### src/hw/rtl/jpeg_sof_dimension_extract_defines.svh
// Assertion macros shared by the RTL files.
// Each macro expects signals named clock and reset in the using module.
`ifndef JPEG_SOF_DIMENSION_EXTRACT_DEFINES_SVH
`define JPEG_SOF_DIMENSION_EXTRACT_DEFINES_SVH

// Same-cycle implication.
`define JSDE_ASSERT_IMP(label, ante, cons) \
   label: assert property (@(posedge clock) disable iff (reset) (ante) |-> (cons)) \
      else $error("assertion failed");

// Next-cycle implication.
`define JSDE_ASSERT_NXT(label, ante, cons) \
   label: assert property (@(posedge clock) disable iff (reset) (ante) |=> (cons)) \
      else $error("assertion failed");

`endif

### src/hw/rtl/jsde_pkg.sv
package jsde_pkg;

   localparam int CSR_ADDR_W  = 3;
   localparam int CSR_DATA_W  = 32;
   localparam int MARKER_W    = 16;
   localparam int DIM_W       = 16;
   localparam int OFFSET_W    = 32;

   localparam logic [MARKER_W-1:0] START_MARKER_RST = 16'hFFD8;
   localparam logic [MARKER_W-1:0] FRAME_MARKER_RST = 16'hFFC0;
   localparam logic [15:0]         LEN_MIN          = 16'd2;
   localparam logic [15:0]         FHDR_SKIP        = 16'd3;

   typedef enum logic {
      REG_START = 1'b0,
      REG_FRAME = 1'b1
   } reg_index_type;

   typedef enum logic [1:0] {
      ST_FOUND    = 2'd0,
      ST_BADSTART = 2'd1,
      ST_NOFRAME  = 2'd2
   } status_type;

   typedef enum logic [12:0] {
      PH_SOI0 = 13'b0000000000001,
      PH_SOI1 = 13'b0000000000010,
      PH_MK0  = 13'b0000000000100,
      PH_MK1  = 13'b0000000001000,
      PH_LEN0 = 13'b0000000010000,
      PH_LEN1 = 13'b0000000100000,
      PH_SKIP = 13'b0000001000000,
      PH_FHDR = 13'b0000010000000,
      PH_H0   = 13'b0000100000000,
      PH_H1   = 13'b0001000000000,
      PH_W0   = 13'b0010000000000,
      PH_W1   = 13'b0100000000000,
      PH_DONE = 13'b1000000000000
   } phase_type;

   typedef struct packed {
      logic [MARKER_W-1:0] start_marker;
      logic [MARKER_W-1:0] frame_marker;
   } csr_type;

   typedef struct packed {
      logic                valid;
      status_type          status;
      logic [DIM_W-1:0]    image_width;
      logic [DIM_W-1:0]    image_height;
      logic [OFFSET_W-1:0] frame_offset;
   } result_type;

endpackage

### src/hw/rtl/jsde_csr.sv
module jsde_csr
   import jsde_pkg::*;
(
   input  logic                  clock,
   input  logic                  reset,
   input  logic                  psel,
   input  logic                  penable,
   input  logic                  pwrite,
   input  logic [CSR_ADDR_W-1:0] paddr,
   input  logic [CSR_DATA_W-1:0] pwdata,
   output logic [CSR_DATA_W-1:0] prdata,
   output logic                  pready,
   output csr_type               cfg
);

   csr_type       cfg_ff;
   csr_type       cfg_in;
   reg_index_type index;

   assign index  = reg_index_type'(paddr[2]);
   assign pready = 1'b1;
   assign cfg    = cfg_ff;

   always_comb begin
      cfg_in = cfg_ff;
      if (psel && penable && pwrite) begin
         case (index)
            REG_START: cfg_in.start_marker = pwdata[MARKER_W-1:0];
            REG_FRAME: cfg_in.frame_marker = pwdata[MARKER_W-1:0];
            default:   cfg_in = cfg_ff;
         endcase
      end
   end

   always_comb begin
      case (index)
         REG_START: prdata = CSR_DATA_W'(cfg_ff.start_marker);
         REG_FRAME: prdata = CSR_DATA_W'(cfg_ff.frame_marker);
         default:   prdata = '0;
      endcase
   end

   always_ff @(posedge clock) begin
      if (reset) begin
         cfg_ff.start_marker <= START_MARKER_RST;
         cfg_ff.frame_marker <= FRAME_MARKER_RST;
      end else begin
         cfg_ff <= cfg_in;
      end
   end

endmodule

### src/hw/rtl/jsde_parser.sv
`include "jpeg_sof_dimension_extract_defines.svh"

module jsde_parser
   import jsde_pkg::*;
#(
   parameter int OFFSET_BITS = 32
) (
   input  logic       clock,
   input  logic       reset,
   input  logic       step_en,
   input  logic [7:0] item_byte,
   input  logic       item_last,
   input  csr_type    cfg,
   output result_type result
);

   phase_type              phase_ff,  phase_in;
   logic [7:0]             prev_ff,   prev_in;
   logic [15:0]            skip_ff,   skip_in;
   logic [OFFSET_BITS-1:0] pos_ff,    pos_in;
   logic [OFFSET_BITS-1:0] seg_ff,    seg_in;
   logic [DIM_W-1:0]       height_ff, height_in;
   logic [15:0]            word;
   result_type             res;

   assign word   = {prev_ff, item_byte};
   assign result = res;

   always_comb begin
      phase_in  = phase_ff;
      prev_in   = prev_ff;
      skip_in   = skip_ff;
      pos_in    = OFFSET_BITS'(pos_ff + 1'b1);
      seg_in    = seg_ff;
      height_in = height_ff;
      res       = '0;
      case (phase_ff)
         PH_SOI0: begin
            prev_in  = item_byte;
            phase_in = PH_SOI1;
         end
         PH_SOI1: begin
            prev_in = word[7:0];
            if (word == cfg.start_marker) begin
               phase_in = PH_MK0;
            end else begin
               res.valid  = 1'b1;
               res.status = ST_BADSTART;
               phase_in   = PH_DONE;
            end
         end
         PH_MK0: begin
            seg_in   = pos_ff;
            prev_in  = item_byte;
            phase_in = PH_MK1;
         end
         PH_MK1: begin
            prev_in = word[7:0];
            if (word == cfg.frame_marker) begin
               skip_in  = FHDR_SKIP;
               phase_in = PH_FHDR;
            end else begin
               phase_in = PH_LEN0;
            end
         end
         PH_LEN0: begin
            prev_in  = item_byte;
            phase_in = PH_LEN1;
         end
         PH_LEN1: begin
            prev_in = word[7:0];
            if (word <= LEN_MIN) begin
               phase_in = PH_MK0;
            end else begin
               skip_in  = word - LEN_MIN;
               phase_in = PH_SKIP;
            end
         end
         PH_SKIP: begin
            skip_in = skip_ff - 1'b1;
            if (skip_ff == 16'd1) begin
               phase_in = PH_MK0;
            end
         end
         PH_FHDR: begin
            skip_in = skip_ff - 1'b1;
            if (skip_ff == 16'd1) begin
               phase_in = PH_H0;
            end
         end
         PH_H0: begin
            prev_in  = item_byte;
            phase_in = PH_H1;
         end
         PH_H1: begin
            height_in = word;
            prev_in   = word[7:0];
            phase_in  = PH_W0;
         end
         PH_W0: begin
            prev_in  = item_byte;
            phase_in = PH_W1;
         end
         PH_W1: begin
            res.valid        = 1'b1;
            res.status       = ST_FOUND;
            res.image_width  = word;
            res.image_height = height_ff;
            res.frame_offset = OFFSET_W'(seg_ff);
            phase_in         = PH_DONE;
         end
         PH_DONE: begin
            phase_in = PH_DONE;
         end
         default: begin
            phase_in = PH_DONE;
         end
      endcase

      // end of stream: report if still pending, then rearm
      if (item_last) begin
         if (!res.valid && (phase_ff != PH_DONE)) begin
            res.valid  = 1'b1;
            res.status = ((phase_in == PH_SOI0) || (phase_in == PH_SOI1)) ?
                         ST_BADSTART : ST_NOFRAME;
         end
         phase_in  = PH_SOI0;
         prev_in   = '0;
         skip_in   = '0;
         pos_in    = '0;
         seg_in    = '0;
         height_in = '0;
      end
   end

   always_ff @(posedge clock) begin
      if (reset) begin
         phase_ff  <= PH_SOI0;
         prev_ff   <= '0;
         skip_ff   <= '0;
         pos_ff    <= '0;
         seg_ff    <= '0;
         height_ff <= '0;
      end else if (step_en) begin
         phase_ff  <= phase_in;
         prev_ff   <= prev_in;
         skip_ff   <= skip_in;
         pos_ff    <= pos_in;
         seg_ff    <= seg_in;
         height_ff <= height_in;
      end
   end

   `JSDE_ASSERT_NXT(a_rearm, step_en && item_last, phase_ff == PH_SOI0)
   `JSDE_ASSERT_IMP(a_res_src, res.valid, (phase_ff == PH_SOI1) || (phase_ff == PH_W1) || item_last)
   `JSDE_ASSERT_NXT(a_done_hold, step_en && (phase_ff == PH_DONE) && !item_last, phase_ff == PH_DONE)

endmodule

### src/hw/rtl/jpeg_sof_dimension_extract.sv
// JPEG start-of-frame dimension extractor.
// req channel: one stream byte per item in req_tdata[7:0], req_tlast on the
// final byte of the file. rsp channel: at most one item per file carrying
// status in rsp_tuser and width, height and frame marker offset in rsp_tdata.
// csr port: start marker at byte address 0, frame marker at 4 (16 bits each).
// Throughput: one byte per cycle while rsp is not stalled.
// Data path: an accepted byte sits in the input register, is parsed by the
// marker state machine when the parser advances, and its result lands in the
// output register, which drives rsp.
// A stalled rsp item holds; the input register then fills and req_tready
// drops until the output register is taken.
// Reset empties both registers, rearms the parser and restores the marker
// defaults. req_tlast rearms the parser for the next file; bytes after a
// result up to req_tlast give no item. Byte offsets wrap at 2^OFFSET_BITS.
`include "jpeg_sof_dimension_extract_defines.svh"

module jpeg_sof_dimension_extract
   import jsde_pkg::*;
#(
   parameter int OFFSET_BITS = 32
) (
   input  logic                  clock,
   input  logic                  reset,
   input  logic                  req_tvalid,
   output logic                  req_tready,
   input  logic [7:0]            req_tdata,   // data_byte
   input  logic                  req_tlast,   // end_of_stream
   output logic                  rsp_tvalid,
   input  logic                  rsp_tready,
   output logic [63:0]           rsp_tdata,   // image_width, image_height, frame_offset
   output logic [1:0]            rsp_tuser,   // status
   input  logic                  csr_psel,
   input  logic                  csr_penable,
   input  logic                  csr_pwrite,
   input  logic [CSR_ADDR_W-1:0] csr_paddr,
   input  logic [CSR_DATA_W-1:0] csr_pwdata,
   output logic [CSR_DATA_W-1:0] csr_prdata,
   output logic                  csr_pready
);

   logic       in_valid_ff, in_valid_in;
   logic [7:0] in_data_ff;
   logic       in_last_ff;
   logic       out_valid_ff, out_valid_in;
   result_type out_ff;
   result_type res;
   csr_type    cfg;
   logic       advance;

   jsde_csr u_csr (
      .clock   (clock),
      .reset   (reset),
      .psel    (csr_psel),
      .penable (csr_penable),
      .pwrite  (csr_pwrite),
      .paddr   (csr_paddr),
      .pwdata  (csr_pwdata),
      .prdata  (csr_prdata),
      .pready  (csr_pready),
      .cfg     (cfg)
   );

   jsde_parser #(
      .OFFSET_BITS (OFFSET_BITS)
   ) u_parser (
      .clock     (clock),
      .reset     (reset),
      .step_en   (advance),
      .item_byte (in_data_ff),
      .item_last (in_last_ff),
      .cfg       (cfg),
      .result    (res)
   );

   assign advance    = in_valid_ff && (!out_valid_ff || rsp_tready);
   assign req_tready = !in_valid_ff || advance;
   assign rsp_tvalid = out_valid_ff;
   assign rsp_tuser  = out_ff.status;
   assign rsp_tdata  = {out_ff.frame_offset, out_ff.image_height, out_ff.image_width};

   always_comb begin
      in_valid_in = in_valid_ff;
      if (req_tready) begin
         in_valid_in = req_tvalid;
      end
      out_valid_in = out_valid_ff;
      if (rsp_tready) begin
         out_valid_in = 1'b0;
      end
      if (advance && res.valid) begin
         out_valid_in = 1'b1;
      end
   end

   always_ff @(posedge clock) begin
      if (reset) begin
         in_valid_ff  <= 1'b0;
         out_valid_ff <= 1'b0;
      end else begin
         in_valid_ff  <= in_valid_in;
         out_valid_ff <= out_valid_in;
      end
   end

   always_ff @(posedge clock) begin
      if (req_tready && req_tvalid) begin
         in_data_ff <= req_tdata;
         in_last_ff <= req_tlast;
      end
      if (advance && res.valid) begin
         out_ff <= res;
      end
   end

   `JSDE_ASSERT_IMP(a_miss_zero, rsp_tvalid && (rsp_tuser != ST_FOUND), rsp_tdata == '0)
   `JSDE_ASSERT_NXT(a_res_load, advance && res.valid, rsp_tvalid)
   `JSDE_ASSERT_NXT(a_in_hold, in_valid_ff && !advance, in_valid_ff)

endmodule

### config.mk
export PLATFORM = sky130hd
export DESIGN_NAME = jpeg_sof_dimension_extract
export DESIGN_NICKNAME = d
export VERILOG_FILES = /design/src/hw/rtl/jsde_pkg.sv /design/src/hw/rtl/jsde_csr.sv /design/src/hw/rtl/jsde_parser.sv /design/src/hw/rtl/jpeg_sof_dimension_extract.sv
export VERILOG_INCLUDE_DIRS = /design/src /design/src/hw/rtl
export SDC_FILE = /design/constraint.sdc
export NUM_CORES = 1
export LEC_CHECK = 0
export BUFFER_PORTS_ARGS = -buffer_cell sky130_fd_sc_hd__buf_2
export CORE_AREA = 2 2 207 209
export DETAILED_ROUTE_END_ITERATION = 10
export DIE_AREA = 0 0 209 211
export GPL_TIMING_DRIVEN = 1
export PLACE_DENSITY_LB_ADDON = 0.1
export SETUP_SLACK_MARGIN = 0.5
export SLEW_MARGIN = 5
export SYNTH_ARGS = -nofsm -noshare
export SYNTH_HDL_FRONTEND = slang
export SYNTH_HIERARCHICAL = 1
export SYNTH_SLANG_ARGS = --single-unit
### constraint.sdc
create_clock -name clock -period 8.6 [get_ports clock]
set_input_delay 1.72 -clock clock [delete_from_list [all_inputs] [get_ports clock]]
set_output_delay 1.72 -clock clock [all_outputs]
set_load 0.03 [all_outputs]
==> flow_metrics.py <==
metrics = {
    "logic_synthesis": {
        "ys_ff_latch": 226,
        "yosysTopAreaCell": "dfxtp_1",
        "synth_common_cells": "151 x dfxtp_1, 140 x nor2_1, 75 x edfxtp_1",
        "yosysWarnings": 6,
        "yosysTopAreaCellShare": 0.291,
        "synth_flop_cell": "dfxtp_1",
        "synth_edf_count": 75,
        "syn_inst": 1038,
        "ys_seq_area_frac": 0.507,
        "synthesis.area_um2": 10400,
        "synth_most_common_cell": "dfxtp_1",
        "synth_cell_types": 65,
        "synthArstFlopShare": 0,
        "synth.avg_cell_area_um2": 10.0,
        "synthTopCellsByArea": "dfxtp_1 29%, edfxtp_1 22%, nor2_1 5.1%, and2_1 4.0%, a22oi_1 3.7%",
    },
    "routing": {
        "drc": 0,
        "wire_per_inst_um": 17.5,
        "drt-vias-per-instance": 4.64,
        "final_antenna_net_count": 0,
        "num_vias": 7798,
        "drt_wl_total_um": 29300,
        "drt_iter0_markers": 462,
        "drtPass1Iterations": 5,
    },
    "cts": {
        "numClockSinks": 226,
        "root_buffer": "clkbuf_16",
        "cts_tree": "built",
        "ctsHoldBuffers": 0,
        "numCtsBuffers": 29,
        "clk_pin_slew_ns": 0.06,
        "cts_setup_buffers": 0,
        "h-tree-depth": 1,
        "cts_max_path_buffers": 3,
        "clkLatencyLatePin_ns": 0.57,
        "post_cts_resize_count": 0,
    },
    "floorplan": {
        "dieArea_um2": 44100,
        "dieHeight_um": 211,
        "initial_utilization": 0.249,
        "io_pins": 152,
        "core_um2": 41800,
        "die_w_um": 209,
        "rows": 75,
    },
    "min_path": {
        "hold_path_class": "reg2reg",
    },
    "run_status": {
        "status": "finished clean",
    },
    "setup_path": {
        "r2r-end": "rsp_tdata[59]$_DFFE_PP_",
        "cp.required_ns": 6.88,
        "slowest_stage": "mux2_2",
        "crit_path_start": "csr_paddr[2]",
        "setup.worst_path.end_class": "output port",
        "cp_common_cell": "buf_2",
        "endpoint": "csr_prdata[8]",
        "r2r_setup_slack_ns": 4.67,
        "cpPeakStageDelay_ns": 0.42,
        "critical_path_class": "in2out",
        "critPathLaunchType": "input pin",
        "ff2ff_path_depth": 7,
        "worstPathMaxFanout": 20,
        "r2r_start": "u_parser/phase_ff[12]$_SDFFE_PP0P_",
        "cp_cell_sequence": "buf_2 -> mux2_2 -> buf_2",
        "worst_ep_arrival_time_ns": 2.73,
    },
    "sta": {
        "tightest_slew_ns": 1.09,
        "skew_ns": 0.0197,
        "slew_viol_final": 0,
        "period_minus_slack_ns": 4.45,
        "hold_ws_ns": 0.492,
        "tns_ns": 0,
        "setup_ws_ns": 4.15,
        "setup_viol": 0,
        "hold_viol": 0,
        "fin_crit_sh": 0.518,
        "slew_headroom": 0.270,
        "fmax_mhz": 225,
        "rsz0062_at_grt": "no",
    },
    "cells_and_area": {
        "fin_nets": 1172,
        "stdcell_area_um2": 12300,
        "syn_to_final_growth_pct": 18.0,
        "fin_util": 0.294,
        "drive_above_1_share": 0.182,
    },
    "job": {
        "drv_cap": 0,
    },
    "pwr": {
        "p_per_area_nw_per_um2": 198,
        "p_leak_nw": 4.66,
        "ir_drop_uv": 145,
    },
    "grt": {
        "grt_antenna_before_repair": 1,
        "grt_max_degree": 94,
        "grt_pass1_vias": 7689,
        "grt_pass1_wl_um": 46200,
        "grt_overflow": 0,
        "grt_use_total": 0.133,
    },
    "placed_design": {
        "placed_cell_area_um2": 11400,
        "place_ws_ns": 4.05,
        "post-dp-hpwl_um": 19600,
        "gp_congestion": 0.789,
        "port_buffers": 116,
    },
}
==> through the flow <==
step	cells	power, mW
after floorplan	1053	1.24
after global placement	1625	1.29
after detailed placement	1625	1.29
after CTS	1679	2.47
after global routing	1680	2.52
final	1680	2.43
==> metal layers <==
metal	up-vias	global-route usage	wire length, um
met5	-	0	0
met4	0	0.0384	556
met3	35	0.0241	1220
met2	155	0.205	12900
met1	3778	0.189	14700
li1	3830	-	-
==> cell families (layout without fill, tap and decap cells) <==
kind of cell | after synthesis | in the layout | share of synthesized area
AO/OA/AOI/OAI | 154 | 154 | 0.110
XOR/XNOR | 73 | 73 | 0.0615
adder cells (fa/ha/maj) | 4 | 4 | 0.00481
buffers and inverters | 120 | 207 | 0.0546
flip-flops | 226 | 226 | 0.507
multiplexers | 49 | 49 | 0.0492
other | 2 | 18 | 0.000722
AND/OR/NAND/NOR | 410 | 410 | 0.212
==> worst min-delay path by stage <==
stage                                                      to                                start  depth (start not counted)
after global placement       u_parser/seg_ff[10]$_SDFFE_PP0P_     u_parser/seg_ff[10]$_SDFFE_PP0P_                          2
final                       u_parser/skip_ff[14]$_SDFFE_PP0P_    u_parser/skip_ff[14]$_SDFFE_PP0P_                          2
after floorplan             u_parser/skip_ff[14]$_SDFFE_PP0P_    u_parser/skip_ff[14]$_SDFFE_PP0P_                          2
after CTS                   u_parser/skip_ff[14]$_SDFFE_PP0P_    u_parser/skip_ff[14]$_SDFFE_PP0P_                          2
after global routing      u_parser/height_ff[15]$_SDFFE_PP0P_  u_parser/height_ff[15]$_SDFFE_PP0P_                          2
after detailed placement      u_parser/seg_ff[6]$_SDFFE_PP0P_      u_parser/seg_ff[6]$_SDFFE_PP0P_                          2
==> critical path: cells and delay by family <==
family,cells,cell delay (ns)
buffers and inverters,2,0.58
multiplexers,1,0.42
==> where the power goes <==
part | internal (mW) | leakage, nW | total (mW) | switching (mW)
Sequential | 1.11 | 2.02 | 1.14 | 0.0224
Combinational | 0.0381 | 2.19 | 0.125 | 0.0865
Clock | 0.681 | 0.447 | 1.17 | 0.486
Total | 1.83 | 4.66 | 2.43 | 0.595
==> cells in the final DEF (no fill, tap or decap), types with 32 or more instances in the layout <==
master	n
nand2_1	36
and2_1	67
dfxtp_1	151
nor2_1	138
a22oi_1	51
xnor2_1	32
mux2i_1	32
xor2_1	41
edfxtp_1	75
buf_2	115
==> registers in the layout, indices dropped and copies added, names as in the netlist <==
signal and flops:
in_last_ff 1, rsp_tuser 2, rsp_tvalid 1, u_parser/prev_ff 8
u_parser/phase_ff 13, u_csr/cfg 32, u_parser/skip_ff 16, u_parser/height_ff 16
in_data_ff 8, rsp_tdata 64, u_parser/pos_ff 32, u_parser/seg_ff 32
in_valid_ff 1
==> area by class of cell <==
| cell class | instances | area (um2) |
|---|---|---|
| Antenna cell | 1 | 2.50 |
| Clock buffer | 41 | 801 |
| Clock inverter | 13 | 111 |
| Fill cell | 4339 | 29500 |
| Inverter | 27 | 101 |
| Multi-Input combinational cell | 707 | 4650 |
| Sequential cell | 226 | 5280 |
| Tap cell | 539 | 674 |
| Timing Repair Buffer | 126 | 658 |
Note: power is estimated with default switching activity, not from simulation.
